File: config.mk
export PLATFORM = sky130hd
export DESIGN_NAME = bitmap_slot_allocator
export DESIGN_NICKNAME = d
export VERILOG_FILES = /design/src/rtl/bsa_pkg.sv /design/src/rtl/bsa_map.sv /design/src/rtl/bsa_word_eval.sv /design/src/rtl/bitmap_slot_allocator.sv
export SDC_FILE = /design/constraint.sdc
export NUM_CORES = 1
export LEC_CHECK = 0
export ABC_AREA = 0
export BUFFER_PORTS_ARGS = -buffer_cell sky130_fd_sc_hd__buf_2
export CAP_MARGIN = 30
export CORE_MARGIN = 4
export CORE_UTILIZATION = 61
export DETAILED_ROUTE_END_ITERATION = 8
export HOLD_SLACK_MARGIN = 0.08
export PLACE_DENSITY = 0.78
export REMOVE_ABC_BUFFERS = 1
export SLEW_MARGIN = 5
export SYNTH_ARGS = -nofsm -noshare
export SYNTH_HDL_FRONTEND = slang
export SYNTH_SLANG_ARGS = --single-unit
File: constraint.sdc
create_clock -name clk -period 16.7 [get_ports clk]
set_input_delay 1.67 -clock clk [delete_from_list [all_inputs] [get_ports clk]]
set_output_delay 1.67 -clock clk [all_outputs]
set_load 0.005 [all_outputs]
File: src/rtl/bsa_pkg.sv
// bsa_pkg: shared constants, status codes and types of the bitmap slot allocator.
// Used by bsa_map, bsa_word_eval and bitmap_slot_allocator; depends on nothing.

package bsa_pkg;

	// Slot map geometry: one memory word holds the used bits of 32 slots
	localparam int WORD_W = 32;
	localparam int BIT_W  = 5;

	// Field widths
	localparam int CAP_W   = 9;
	localparam int SLOT_W  = 12;
	localparam int GRANT_W = 8;
	localparam int STAT_W  = 3;

	// Defaults
	localparam int DEFAULT_SLOTS = 256;
	localparam logic [CAP_W-1:0] CAP_RESET = 9'd256;

	// Low space: 20*(free+1) <= capacity, that is free < capacity/20 rounded down
	localparam int LOW_DIV = 20;

	// Request kinds
	localparam logic OP_ALLOC = 1'b0;
	localparam logic OP_FREE  = 1'b1;

	// Result status codes
	localparam logic [STAT_W-1:0] ST_OK       = 3'd0;
	localparam logic [STAT_W-1:0] ST_FULL     = 3'd1;
	localparam logic [STAT_W-1:0] ST_RANGE    = 3'd2;
	localparam logic [STAT_W-1:0] ST_ZERO     = 3'd3;
	localparam logic [STAT_W-1:0] ST_NOTALLOC = 3'd4;

	// Result of evaluating one map word
	typedef struct packed {
		logic             found;     // a free in-range slot exists in the word
		logic [BIT_W-1:0] free_bit;  // lowest such slot within the word
		logic             sel_used;  // used bit of the selected slot
	} eval_t;

endpackage

File: src/rtl/bsa_map.sv
// bsa_map: slot bitmap memory, one 32-bit word per address, registered read.
// Per-word valid bits make a cleared or never-written word read as zero.
// Depends on bsa_pkg.

module bsa_map import bsa_pkg::*; #(
	parameter int NWORDS = 8,
	parameter int WIDX_W = 3
) (
	input  logic              clk,
	input  logic              arst_n,
	input  logic              clr,
	input  logic              rd_en,
	input  logic [WIDX_W-1:0] rd_addr,
	output logic [WORD_W-1:0] rd_data,
	input  logic              wr_en,
	input  logic [WIDX_W-1:0] wr_addr,
	input  logic [WORD_W-1:0] wr_data
);

	logic [WORD_W-1:0] mem [NWORDS];
	logic [NWORDS-1:0] vld_q;
	logic [WORD_W-1:0] rd_data_q;
	logic              rd_vld_q;

	// Word storage
	always_ff @(posedge clk) begin
		if (wr_en) begin
			mem[wr_addr] <= wr_data;
		end
		if (rd_en) begin
			rd_data_q <= mem[rd_addr];
		end
	end

	// Valid bits: cleared at once, set on write
	always_ff @(posedge clk or negedge arst_n) begin
		if (!arst_n) begin
			vld_q    <= '0;
			rd_vld_q <= 1'b0;
		end else begin
			if (clr) begin
				vld_q <= '0;
			end else if (wr_en) begin
				vld_q[wr_addr] <= 1'b1;
			end
			if (rd_en) begin
				rd_vld_q <= vld_q[rd_addr];
			end
		end
	end

	assign rd_data = rd_vld_q ? rd_data_q : '0;

endmodule

File: src/rtl/bsa_word_eval.sv
// bsa_word_eval: shared word evaluator, reused each cycle of a search or check.
// Masks slots at or beyond capacity, finds the lowest free one, tests a bit.
// Depends on bsa_pkg.

module bsa_word_eval import bsa_pkg::*; #(
	parameter int WIDX_W = 3
) (
	input  logic [WORD_W-1:0] word,
	input  logic [WIDX_W-1:0] word_idx,
	input  logic [CAP_W-1:0]  cap,
	input  logic [BIT_W-1:0]  bit_sel,
	output eval_t             result
);

	logic [WORD_W-1:0] in_range;
	logic [WORD_W-1:0] avail;
	logic [SLOT_W-1:0] w_ext;
	logic [SLOT_W-1:0] cap_word;

	// Slots of this word that lie below capacity
	always_comb begin
		w_ext    = SLOT_W'(word_idx);
		cap_word = SLOT_W'(cap >> BIT_W);
		if (w_ext < cap_word) begin
			in_range = '1;
		end else if (w_ext == cap_word) begin
			in_range = (WORD_W'(1) << cap[BIT_W-1:0]) - WORD_W'(1);
		end else begin
			in_range = '0;
		end
		avail = ~word & in_range;
	end

	// Lowest free slot: priority encoder, low index wins
	always_comb begin
		result.found    = |avail;
		result.free_bit = '0;
		for (int i = WORD_W - 1; i >= 0; i--) begin
			if (avail[i]) begin
				result.free_bit = BIT_W'(i);
			end
		end
		result.sel_used = word[bit_sel];
	end

endmodule

File: src/rtl/bitmap_slot_allocator.sv
// bitmap_slot_allocator: first-fit slot allocator over a bitmap of used slots.
//
// Requests arrive on the s_ stream: tuser carries the request kind (allocate
// or free), tdata the slot to free. Each request gives one result item on the
// m_ stream: tuser the status, tdata the granted slot, the low space flag and
// the free slots left. The capacity register is written on the cfg channel,
// only while no request is in flight; a write clears the whole map.
//
// One request at a time. An allocate reads the map one 32-bit word per cycle
// through a single read port and evaluator and scans at most SLOTS/32 words,
// rounded up (eight at the default size). A free reads the word of its slot,
// then checks the bit and clears it if set; a refused free and a full
// allocate go straight to the result. s_tready is high only between
// requests, so a new request waits until the previous one has finished.
// Reset clears the map (per-word valid bits), the used count and sets the
// capacity to 256. A finished result waits in the output register while
// m_tready is low; the next request may be accepted meanwhile and is held
// at its last step until the output register frees up.
// Depends on bsa_pkg, bsa_map and bsa_word_eval.

module bitmap_slot_allocator import bsa_pkg::*; #(
	parameter int SLOTS = DEFAULT_SLOTS
) (
	input  logic        clk,
	input  logic        arst_n,
	// request stream
	input  logic        s_tvalid,
	output logic        s_tready,
	input  logic [15:0] s_tdata,   // [11:0] slot_to_free, [15:12] zero
	input  logic [0:0]  s_tuser,   // [0] op
	// result stream
	output logic        m_tvalid,
	input  logic        m_tready,
	output logic [23:0] m_tdata,   // [7:0] granted_slot, [8] low_space, [17:9] remaining, zero above
	output logic [2:0]  m_tuser,   // [2:0] status
	// capacity register write
	input  logic        cfg_valid,
	output logic        cfg_ready,
	input  logic [8:0]  cfg_data
);

	localparam int NWORDS = (SLOTS + WORD_W - 1) / WORD_W;
	localparam int WIDX_W = (NWORDS > 1) ? $clog2(NWORDS) : 1;
	localparam logic [WIDX_W-1:0] LAST_W = WIDX_W'(NWORDS - 1);
	localparam logic [CAP_W-1:0] CAP_MAX =
		CAP_W'((SLOTS > (1 << CAP_W) - 1) ? (1 << CAP_W) - 1 : SLOTS);
	localparam int THR_W = CAP_W + 5;

	// Sequencer states
	localparam logic [1:0] S_IDLE  = 2'd0;
	localparam logic [1:0] S_SCAN  = 2'd1;
	localparam logic [1:0] S_CHECK = 2'd2;
	localparam logic [1:0] S_FIN   = 2'd3;

	logic [1:0]         state_q;
	logic [CAP_W-1:0]   capacity_q;
	logic [CAP_W-1:0]   used_q;
	logic [WIDX_W-1:0]  w_q;
	logic [BIT_W-1:0]   bit_q;
	logic [STAT_W-1:0]  status_q;
	logic [GRANT_W-1:0] granted_q;
	logic               low_q;
	logic               m_tvalid_q;
	logic [23:0]        m_tdata_q;
	logic [2:0]         m_tuser_q;

	logic               accept;
	logic               cfg_wr;
	logic               fin_load;
	logic               in_op;
	logic [SLOT_W-1:0]  in_slot;
	logic [CAP_W-1:0]   cap_eff;
	logic [CAP_W-1:0]   free_before;
	logic [CAP_W-1:0]   remaining;
	logic [THR_W-1:0]   low_thr;
	logic               low_now;

	logic               rd_en;
	logic [WIDX_W-1:0]  rd_addr;
	logic [WORD_W-1:0]  rd_data;
	logic               wr_en;
	logic [WORD_W-1:0]  wr_data;
	eval_t              ev;

	assign s_tready  = (state_q == S_IDLE);
	assign cfg_ready = (state_q == S_IDLE);
	assign accept    = s_tvalid && s_tready;
	assign cfg_wr    = cfg_valid && cfg_ready;
	assign fin_load  = (state_q == S_FIN) && (!m_tvalid_q || m_tready);
	assign in_op     = s_tuser[0];
	assign in_slot   = s_tdata[SLOT_W-1:0];

	// Effective capacity, free count and low space test
	always_comb begin
		cap_eff     = (capacity_q > CAP_MAX) ? CAP_MAX : capacity_q;
		free_before = (cap_eff > used_q) ? cap_eff - used_q : '0;
		remaining   = free_before;
		low_thr     = THR_W'((32'(free_before) + 32'd1) * LOW_DIV);
		low_now     = (low_thr <= THR_W'(cap_eff));
	end

	// Slot map and the shared word evaluator
	bsa_map #(
		.NWORDS (NWORDS),
		.WIDX_W (WIDX_W)
	) u_map (
		.clk     (clk),
		.arst_n  (arst_n),
		.clr     (cfg_wr),
		.rd_en   (rd_en),
		.rd_addr (rd_addr),
		.rd_data (rd_data),
		.wr_en   (wr_en),
		.wr_addr (w_q),
		.wr_data (wr_data)
	);

	bsa_word_eval #(
		.WIDX_W (WIDX_W)
	) u_eval (
		.word     (rd_data),
		.word_idx (w_q),
		.cap      (cap_eff),
		.bit_sel  (bit_q),
		.result   (ev)
	);

	// Map port control
	always_comb begin
		rd_en   = 1'b0;
		rd_addr = w_q;
		wr_en   = 1'b0;
		wr_data = rd_data;
		unique case (state_q)
			S_IDLE: begin
				if (accept) begin
					rd_en   = 1'b1;
					rd_addr = (in_op == OP_FREE) ? WIDX_W'(in_slot >> BIT_W) : '0;
				end
			end
			S_SCAN: begin
				if (ev.found) begin
					wr_en   = 1'b1;
					wr_data = rd_data | (WORD_W'(1) << ev.free_bit);
				end else if (w_q != LAST_W) begin
					rd_en   = 1'b1;
					rd_addr = w_q + 1'b1;
				end
			end
			S_CHECK: begin
				if (ev.sel_used) begin
					wr_en   = 1'b1;
					wr_data = rd_data & ~(WORD_W'(1) << bit_q);
				end
			end
			default: ;
		endcase
	end

	// Sequencer, counters and result register
	always_ff @(posedge clk or negedge arst_n) begin
		if (!arst_n) begin
			state_q    <= S_IDLE;
			capacity_q <= CAP_RESET;
			used_q     <= '0;
			w_q        <= '0;
			bit_q      <= '0;
			status_q   <= ST_OK;
			granted_q  <= '0;
			low_q      <= 1'b0;
			m_tvalid_q <= 1'b0;
			m_tdata_q  <= '0;
			m_tuser_q  <= '0;
		end else begin
			// Result valid: set on load, cleared once taken
			if (fin_load) begin
				m_tvalid_q <= 1'b1;
			end else if (m_tready) begin
				m_tvalid_q <= 1'b0;
			end
			if (cfg_wr) begin
				capacity_q <= cfg_data;
				used_q     <= '0;
			end
			unique case (state_q)
				S_IDLE: begin
					if (accept) begin
						granted_q <= '0;
						bit_q     <= in_slot[BIT_W-1:0];
						if (in_op == OP_ALLOC) begin
							w_q <= '0;
							if (free_before == '0) begin
								status_q <= ST_FULL;
								low_q    <= 1'b0;
								state_q  <= S_FIN;
							end else begin
								status_q <= ST_OK;
								low_q    <= low_now;
								state_q  <= S_SCAN;
							end
						end else begin
							w_q   <= WIDX_W'(in_slot >> BIT_W);
							low_q <= 1'b0;
							priority if (in_slot >= SLOT_W'(cap_eff)) begin
								status_q <= ST_RANGE;
								state_q  <= S_FIN;
							end else if (in_slot == '0) begin
								status_q <= ST_ZERO;
								state_q  <= S_FIN;
							end else begin
								status_q <= ST_OK;
								state_q  <= S_CHECK;
							end
						end
					end
				end
				S_SCAN: begin
					if (ev.found) begin
						granted_q <= GRANT_W'({w_q, ev.free_bit});
						used_q    <= used_q + 1'b1;
						state_q   <= S_FIN;
					end else if (w_q == LAST_W) begin
						status_q <= ST_FULL;
						low_q    <= 1'b0;
						state_q  <= S_FIN;
					end else begin
						w_q <= w_q + 1'b1;
					end
				end
				S_CHECK: begin
					if (ev.sel_used) begin
						if (used_q != '0) begin
							used_q <= used_q - 1'b1;
						end
					end else begin
						status_q <= ST_NOTALLOC;
					end
					state_q <= S_FIN;
				end
				S_FIN: begin
					if (fin_load) begin
						m_tuser_q <= status_q;
						m_tdata_q <= {6'b0, remaining, low_q, granted_q};
						state_q   <= S_IDLE;
					end
				end
				default: ;
			endcase
		end
	end

	assign m_tvalid = m_tvalid_q;
	assign m_tdata  = m_tdata_q;
	assign m_tuser  = m_tuser_q;

	// Used count never exceeds the effective capacity
	a_used_le_cap: assert property (@(posedge clk) disable iff (!arst_n)
		used_q <= cap_eff)
		else $error("used count above capacity");

	// A refused or full result never carries a granted slot
	a_no_grant_on_error: assert property (@(posedge clk) disable iff (!arst_n)
		(m_tvalid && (m_tuser != ST_OK)) |-> (m_tdata[7:0] == '0))
		else $error("granted slot on a refused request");

	// A slot found by the search lies below capacity
	a_found_in_range: assert property (@(posedge clk) disable iff (!arst_n)
		(state_q == S_SCAN && ev.found) |->
		(16'({w_q, ev.free_bit}) < 16'(cap_eff)))
		else $error("search found a slot beyond capacity");

	// The search steps one word per cycle
	a_scan_step: assert property (@(posedge clk) disable iff (!arst_n)
		(state_q == S_SCAN && !ev.found && w_q != LAST_W) |=>
		(w_q == $past(w_q) + 1'b1))
		else $error("search skipped a word");

endmodule
==> summary.md <==
| Metric | Value |
|---|---|
| GPL Wtd Cong | 0.990 |
| Final setup vio count | 0 |
| Crit path kind | reg2reg |
| Post-DP HPWL | 32,800 um |
| Reg clk slew, reported paths | 0.06 ns |
| Slew Viols, Final | 0 |
| Starting Density | 62.4% |
| Critical R2R Launch | capacity_q[8]$_DFFE_PN1P_ |
| GRT met3 Usage | 4.01% |
| Post-CTS Setup Bufs | 0 |
| Initial drt markers | 1,523 |
| Sequential-to-total area share from yosys stat | 54.2% |
| Total number of vias | 13.6k |
| Number of flops mapped to enable cells by yosys | 288 |
| # IOs | 61 |
| CP Max Fanout | 42 |
| Predominant post-synthesis flop cell | edfxtp_1 |
| Row Count | 64 |
| Reg2Reg Capture Point | u_map.rd_data_q[14]$_DFFE_PP_ |
| Die Area | 34,400 um2 |
| Critical path arrival | 7.23 ns |
| Hold Fails Final Rpt | 0 |
| Die extent in x | 186 um |
| Post-CTS Resized | 0 |
| Hold crit path type | reg2reg |
| RSZ-0062 raised after global routing | no |
| Met2 GRT Util | 48.6% |
| Asr flop ratio synth | 19.8% |
| Worst Hold Depth | 2 |
| # hold bufs at CTS | 0 |
| Final #Nets | 1,723 |
| Relative slew margins | 34.1% |
| Synth Instances | 1,602 |
| Core Region | 30,800 um2 |
| Pre-antenna DRT Iters | 5 |
| Final TNS setup | 0 ns |
| Worst Hold Path EP | m_tdata[14]$_DFFE_PN0P_ |
| Status | finished clean |
| Global Route Usage Sum | 28.8% |
| Congestion Overflow GR | 0 |
| Synth area leaders | edfxtp_1, dfrtp_1, mux2i_1 |
| CTS tree | built |
| Initial antenna violation count | 0 |
| Synth Cell Area | 19,200 um2 |
| Final WL | 49,700 um |
| CP Capture Type | flop |
| Global route hottest layer | met2 |
| CTS root buf | clkbuf_16 |
| Max-cap viol count | 0 |
| Port Buf Inserts | 50 |
| Met1 usage | 39.2% |
| Die Ht | 186 um |
| Top-count cell post-synth | edfxtp_1 |
| Syn avg cell area | 12.0 um2 |
| Fin crit share | 41.6% |
| Flop2flop setup slack | 9.75 ns |
| Synth top area share | 45.0% |
| Max H-tree Level | 2 |
| Vias per inst | 6.61 |
| First-pass GRT wire length | 76,200 um |
| Hold Path Origin | m_tdata[14]$_DFFE_PN0P_ |
| Clk sinks | 359 |
| Synthesis warning total | 0 |
| Tmin final | 6.95 ns |
| Least-Margin Pin Slew | 0.985 ns |
| Clk_lat worst skew | 0.54 ns |
| Max Clock Freq | 144 MHz |
| Number of CTS-inserted buffers | 36 |
| Layout cells sized above 1 | 16.2% |
| # fillers | 2,205 |
| Pin count of the biggest net entering global routing | 72 |
| R2R cell count | 18 |
| Synth top cells by count | edfxtp_1, nand2_1, o21ai_0 |
| CP startpoint kind | flop |
| WP data required | 16.98 ns |
| Layout area overhead | 9.91% |
| DRC violations left | 0 |
| Vias in the first global route | 13.3k |
| N_diodes | 0 |
| CTS max path bufs | 3 |
| Netlist cell types | 96 |
| Synthesis-stage register bit count | 359 |
| Post-synth top area cell | edfxtp_1 |
| Routed WL per cell | 24.2 um |
| Worst Skew | 0.0154 ns |
| Post-route ant nets | 0 |
[worst max path at each step]
stage                                         start                             to  slack (ns)  cells after the start
final                     capacity_q[8]$_DFFE_PN1P_  u_map.rd_data_q[14]$_DFFE_PP_        9.75                     18
after global routing      capacity_q[8]$_DFFE_PN1P_  u_map.rd_data_q[14]$_DFFE_PP_        9.35                     18
after CTS                 capacity_q[8]$_DFFE_PN1P_  u_map.rd_data_q[14]$_DFFE_PP_        9.66                     17
after detailed placement  capacity_q[8]$_DFFE_PN1P_  u_map.rd_data_q[18]$_DFFE_PP_        9.69                     17
after global placement    capacity_q[8]$_DFFE_PN1P_   u_map.rd_data_q[8]$_DFFE_PP_        9.73                     17
after floorplan           capacity_q[8]$_DFFE_PN1P_  u_map.rd_data_q[30]$_DFFE_PP_        8.46                     15
[cell usage in the layout (no fill, tap or decap), types with 8 or more instances in the layout]
cell type,count
a211oi_1,8
a21boi_0,11
a21o_1,16
a21oi_1,82
a22o_1,11
a22oi_1,9
a31oi_1,11
and2_1,10
and3_1,9
buf_2,49
buf_4,25
clkbuf_16,37
clkinv_1,10
dfrtp_1,70
edfxtp_1,288
ha_1,57
inv_1,56
mux2_2,52
mux2i_1,103
mux4_2,37
nand2_1,157
nand2b_1,22
nand3_1,49
nand4_1,16
nor2_1,58
nor2b_1,12
nor3_1,30
o21a_1,15
o21ai_0,109
o22ai_1,14
o31ai_1,13
or2_2,13
or3_1,9
xnor2_1,19
[final cells by class]
class / instances / area [um2] / area share [%]
multi-input cells: 1097 / 8220 / 38.9
inverters: 60 / 225 / 1.07
repair buffers: 79 / 551 / 2.60
clock inverters: 22 / 246 / 1.17
well taps: 396 / 495 / 2.34
flip-flops and latches: 359 / 10400 / 49.3
clock buffers: 44 / 972 / 4.60
[state kept, by name, indices dropped and copies added, names as in the netlist]
signal	flops
granted_q	8
status_q	3
m_tuser	3
m_tvalid	1
used_q	9
u_map.mem	256
low_q	1
u_map.rd_data_q	32
bit_q	5
m_tdata	18
u_map.rd_vld_q	1
u_map.vld_q	8
w_q	3
capacity_q	9
state_q	2
[metrics by stage]
step	worst slack (ns)	hold WS [ns]	cells	area (um2)	utilization, %
global route	9.35	0.509	2057	21100	68.6
finish	9.75	0.480	2057	21100	68.6
global placement	9.73	0.455	1985	19800	64.2
CTS	9.66	0.480	2053	21000	68.3
detailed placement	9.69	0.466	1987	19800	64.3
floorplan	8.46	0.439	1516	18800	-
[critical path, stage by stage (launching register included)]
cell,delay (ns)
dfstp_2,0.78
clkinv_1,0.34
nand2_1,0.30
inv_1,0.12
ha_1,0.31
nand4b_1,0.60
a211oi_1,0.17
o21ai_0,0.33
nand2_1,0.17
nor4_2,0.55
and3b_1,0.44
nand2_2,0.23
o21ai_1,0.21
a31o_4,0.63
buf_4,0.50
buf_16,0.31
mux2i_1,0.25
mux2i_1,0.12
mux2_2,0.29
[routing by layer]
metal | vias up | share of wire (%)
li1 | 6153 | -
met1 | 6750 | 41
met2 | 610 | 49
met3 | 93 | 7.2
met4 | 0 | 2.5
met5 | - | 0
[kinds of logic after synthesis]
logic type	synth area share, %
AOI/OAI and AO/OA	13.1
xor gates and xnor gates	1.18
adders and majority gates	3.97
buffers and inverters	3.54
DFF	54.2
muxes	12.7
other	0.0195
and+or+nand+nor	11.2
Power is not shown: default switching activity piles up to over one toggle a cycle in this logic, so the estimate is an artifact.
